==> config.mk <==
export PLATFORM = sky130hd
export DESIGN_NAME = hll_mul
export DESIGN_NICKNAME = d
export VERILOG_FILES = /design/src/rtl/hll_pkg.sv /design/src/rtl/hll_mul.sv
export SDC_FILE = /design/constraint.sdc
export NUM_CORES = 2
export LEC_CHECK = 0
export ABC_AREA = 1
export ABC_CLOCK_PERIOD_IN_PS = 12750
export BUFFER_PORTS_ARGS = -buffer_cell sky130_fd_sc_hd__buf_2
export CAP_MARGIN = 20
export CORE_MARGIN = 10
export CORE_UTILIZATION = 55
export CTS_CLUSTER_SIZE = 24
export DETAILED_ROUTE_END_ITERATION = 7
export PLACE_DENSITY = 0.72
export SYNTH_ARGS = -nofsm -noshare
export SYNTH_HDL_FRONTEND = slang
export SYNTH_SLANG_ARGS = --single-unit
==> constraint.sdc <==
create_clock -name clk -period 12.75 [get_ports clk]
set_input_delay 1.275 -clock clk [delete_from_list [all_inputs] [get_ports clk]]
set_output_delay 1.275 -clock clk [all_outputs]
set_load 0.005 [all_outputs]
==> src/rtl/hll_pkg.sv <==
package hll_pkg;

  localparam int INDEX_BITS = 10;
  localparam int IDX_W = INDEX_BITS;
  localparam int CNT_W = INDEX_BITS + 1;
  localparam int SUM_W = INDEX_BITS + 33;
  localparam int RANK_W = 6;

  localparam logic [1:0] OP_UPDATE = 2'd0;
  localparam logic [1:0] OP_QUERY = 2'd1;
  localparam logic [1:0] OP_CLEAR = 2'd2;

  localparam logic CFG_HASH_SEED = 1'b0;
  localparam logic CFG_KEY_BYTES = 1'b1;

  localparam logic [1:0] RC_SMALL = 2'd0;
  localparam logic [1:0] RC_MIDDLE = 2'd1;
  localparam logic [1:0] RC_LARGE = 2'd2;

  localparam logic [31:0] MM_MUL = 32'h5bd1e995;
  localparam logic [31:0] LN2_Q32 = 32'hB17217F8;
  localparam logic [63:0] SAT_ALL = 64'hFFFF_FFFF_FFFF_FFFF;

  localparam longint unsigned REG_COUNT = 64'd1 << INDEX_BITS;
  localparam longint unsigned ALPHA_DEN = 64'd10000 * REG_COUNT + 64'd10790;
  localparam longint unsigned ALPHA_Q32 =
    (INDEX_BITS == 4) ? (64'd673 * (64'd1 << 32) + 64'd500) / 64'd1000 :
    (INDEX_BITS == 5) ? (64'd697 * (64'd1 << 32) + 64'd500) / 64'd1000 :
    (INDEX_BITS == 6) ? (64'd709 * (64'd1 << 32) + 64'd500) / 64'd1000 :
    ((64'd7213 * REG_COUNT) * (64'd1 << 32) + ALPHA_DEN / 64'd2) / ALPHA_DEN;
  localparam longint unsigned A_CONST = ALPHA_Q32 * REG_COUNT * REG_COUNT;
  localparam logic [63:0] A_HI = A_CONST >> 48;
  localparam logic [63:0] A_LO = A_CONST << 16;
  localparam logic [63:0] SMALL_LIM = (REG_COUNT * 64'd5) << 15;
  localparam logic [63:0] MID_LIM = (64'd1 << 48) / 64'd30;
  localparam logic [63:0] LARGE_LIM = 64'd1 << 48;
  localparam logic [29:0] TOP_SMALL = 30'(INDEX_BITS) << 24;
  localparam logic [29:0] TOP_LARGE = 30'd48 << 24;
  localparam int SMALL_SH = 40 - INDEX_BITS;
  localparam logic [31:0] W_OR = (32'd1 << (INDEX_BITS - 1)) + 32'd1;

  typedef struct packed {
    logic              we;
    logic [IDX_W-1:0]  addr;
    logic [RANK_W-1:0] wdata;
  } store_req_t;

endpackage

==> src/rtl/hll_mul.sv <==
module hll_mul (
  input  logic        clk,
  input  logic [31:0] a,
  input  logic [31:0] b,
  output logic [63:0] prod
);
  import hll_pkg::*;

  always_ff @(posedge clk) begin
    prod <= 64'(a) * 64'(b);
  end

endmodule

# Word level (Yosys, flattened, before mapping)
# Index checks and enable logic that the tools add are counted.
dict set report word_totals {
  regBits 64
  latchBits 0
  mem_bits_rw 0
  rom_bits 0
  input_bits 65
  output_inout_bits 64
  word_cells 2
  n_memories 0
}
dict set report classes {
  add_sub_neg 0
  mul 1
  n_div 0
  order_cmp 0
  n_eq_ne 0
  shift 0
  mux 0
  n_bitwise 0
  reduce_logical 0
}
# cell n
set ops {}
lappend ops {{$mul A32 B32 Y64} 1}

# Longest topological paths before layout
dict set report depth {
  depth_word 1
  ltp_mapped 30
  ltp_nobuf 29
}

# Worst setup path after synthesis
# OpenSTA, ideal clock, no wires.
dict set report synth_path {
  kind {input -> register}
  startpoint {input port a[25]}
  endpoint {register prod[60]}
  setup_time_ns 0.112
  arrival_time_ns 6.977
  required_time_ns 12.638
  path_slack_ns 5.661
  stages 26
  path_buffers 1
  path_cell_list {clkbuf_1 nand2_1 fa_1 inv_1 fa_1 inv_1 fa_1 inv_1 fa_1 fa_1 fa_1 fa_1 inv_1 fa_1 inv_1 ha_1 nand2_1 nand2_1 a21oi_1 nand2_1 nand2_1 nand2_1 a21oi_1 nand2_1 nand2_1 nand2_1}
}
dict set report synth_between {
  elab_chain_cells 1
}
# item line
set synth_lines {}
lappend synth_lines {{start: declaration} hll_mul.sv:3} ;# input logic [31:0] a,
lappend synth_lines {{$mul A32 B32 Y64} hll_mul.sv:10} ;# prod <= 64'(a) * 64'(b);
lappend synth_lines {{end signal: assignment} hll_mul.sv:10}
lappend synth_lines {{end: declaration} hll_mul.sv:5} ;# output logic [63:0] prod
# No other way between the ends.

# Worst setup path after layout
dict set report layout_path {
  startpoint {input port a[9]}
  endpoint {register prod[38]}
}
# Same word-level chain as after synthesis.

==> run_results.csv <==
group,metric,value,unit
floorplanning,die_w,281,um
yosys,synth_seq_cells,64,
grt,grt_pass1_wl,169000,um
critical_path,required,12980,ps
critical_path,cp.arrival,8140,ps
route,drt_wl_total,100000,um
critical_path,critPathKind,"input pin to register",
place,post-dp-hpwl,83500,um
floorplanning,die_y,281,um
route,vias,29400,
yosys,netlist_area,37400,um^2
route,routed-wl-met2,50100,um
clocking,path_clk_slew,60,ps
critical_path,worstPathMaxFanout,32,
clocking,post_cts_buffers,0,
final_layout,reg_top3,"prod x64",
route,wl_met1,40800,um
yosys,yosysWarningCount,0,
clocking,htreeDepth,3,
route,dr.max_layer_used,"met5",
grt,grt_max_degree,33,
timing,tightest_slew,914,ps
clocking,cts_buffer_depth,2,
timing,tns,0,ps
timing,setup_viol,0,
hold_path,hold_end,"prod[0]$_DFF_P_",
final_layout,area_growth,3.71,%
route,dr_wl_met3,6060,um
critical_path,cp_slowest_stage_delay,680,ps
timing,hold_violations,0,
place,place.gp.congestion,0.962,
floorplanning,io_pins,129,
final_layout,layout.nets,6200,
route,via_per_inst,5.02,
floorplanning,die_area,78800,um^2
hold_path,whs_path_depth,4,
timing,slew_headroom,39.1,%
floorplanning,core_area,67300,um^2
critical_path,path_buf_inv,7,
critical_path,critPathTopFamily,"adder cells",
final_layout,largest_reg_flops,64,
route,drt_iter0_markers,2047,
clocking,root_buffer,"clkbuf_16",
floorplanning,placementRows,95,
grt,grt_pass1_vias,31800,
final_layout,regArea,1280,um^2
clocking,cts_tree,"yes",
timing,fmax,0.127,GHz
hold_path,hp-class,"input pin to register",
place,numPortBuffers,128,
route,drcViolationCount,0,
status,outcome,"completed",
critical_path,critical-path-top-cell-by-count,"fa_1",
floorplanning,initial_core_util,55.6,%
yosys,ys_seq_area_share,3.43,%
clocking,cts_made_buffers,9,
route,wl_per_cell,17.2,um
yosys,syn_nets,6247,
run,cap_violations,0,
timing,hold_slack,1480,ps
timing,timing.final.crit_period,7900,ps
route,drtAntennaViolNets,0,
yosys,synthCells,5023,
grt,overflow,0,
clocking,cts-resized-gates,0,
clocking,ctsHoldBuffers,0,
grt,antenna_found_initial,3,
hold_path,min-delay-start,"b[0]",
timing,period_share,62.0,%
final_layout,multi_input_area,28900,um^2
timing,rsz0062_at_grt,"no",
critical_path,slowest_stage,"buf_2",
route,first_pass_iters,6,
final_layout,largest-register,"prod",
timing,drv_slew,0,
yosys,synth_cell_types,23,
yosys,synth_area_per_cell,7.45,um^2
grt,grt_usage,27.0,%
clocking,clock-sinks,64,
final_layout,fillCellCount,6351,
critical_path,crit_path_end_kind,"register",
critical_path,critPathLaunchType,"input pin",
final_layout,drive_above_1_share,4.30,%
[worst max path at each step]
stage	startpoint	endpoint	slack, ps	cells after the start
floorplan	a[25]	prod[60]$_DFF_P_	5660	26
global placement	a[27]	prod[62]$_DFF_P_	4680	24
detailed placement	a[9]	prod[38]$_DFF_P_	4620	25
CTS	a[9]	prod[38]$_DFF_P_	4940	25
global route	b[5]	prod[38]$_DFF_P_	4620	25
finish	a[9]	prod[38]$_DFF_P_	4850	25
[stage by stage]
| stage | cell area, um^2 | setup slack [ps] | utilization, % | std cells |
|---|---|---|---|---|
| global placement | 38500 | 4680 | 57.2 | 5838 |
| CTS | 38800 | 4940 | 57.6 | 5854 |
| detailed placement | 38500 | 4620 | 57.2 | 5838 |
| finish | 38800 | 4850 | 57.7 | 5856 |
| floorplan | 37400 | 5660 | - | 5023 |
| global route | 38800 | 4620 | 57.7 | 5855 |
[Yosys cell counts (all sizes together)]
| master | number | area [um^2] |
|---|---|---|
| o21bai | 12 | 93.8 |
| nand4 | 16 | 100 |
| fa | 896 | 17900 |
| nand2 | 1581 | 5970 |
| nand3 | 65 | 370 |
| inv | 1735 | 6510 |
| clkbuf | 192 | 721 |
| nor2 | 101 | 459 |
| ha | 263 | 3290 |
| nor3 | 18 | 131 |
| o21ai | 2 | 10.0 |
| xor2 | 33 | 289 |
| a21oi | 43 | 215 |
| xnor2 | 2 | 17.5 |
| dfxtp | 64 | 1280 |
[cell families (layout without fill, tap and decap cells)]
family	Yosys count	count (layout)	synth area share, %
flops	64	64	3.43
other cells	0	2	0
xor+xnor	35	35	0.820
compound gates	57	57	0.853
simple gates	1781	1781	18.8
buf+inv	1927	1885	19.3
fa+ha+maj	1159	1159	56.8
[placed cells by master, fill, tap and decap left out, types with 9 or more instances in the layout]
master and count:
ha_1 263, buf_2 128, inv_1 1723, fa_1 896
nor2_2 14, nand3_1 56, nand2_1 1566, nand4_1 16
nor3_1 11, o21bai_1 11, clkbuf_16 9, nor2_1 81
nand3_2 9, a21oi_1 43, dfxtp_1 64, nand2_2 15
xor2_1 33, inv_2 12
[cell type report]
class / count / share of cell area [%]
inverter: 1735 / 16.8
antenna: 2 / 0.0129
clock inverter: 7 / 0.258
tap: 873 / 2.82
timing repair buffer: 134 / 1.77
clock buffer: 9 / 0.581
multi-input combinational: 3032 / 74.5
sequential: 64 / 3.30
[routing by layer]
layer / up-vias / GRT usage [%]
met3: 210 / 2.78
li1: 13500 / -
met4: 2 / 8.70
met5: - / 0
met1: 14600 / 35.0
met2: 1059 / 46.8
Power is left out: the tool's default activity adds up to more than one toggle a clock period on the data nets, which glitch-free logic cannot reach.
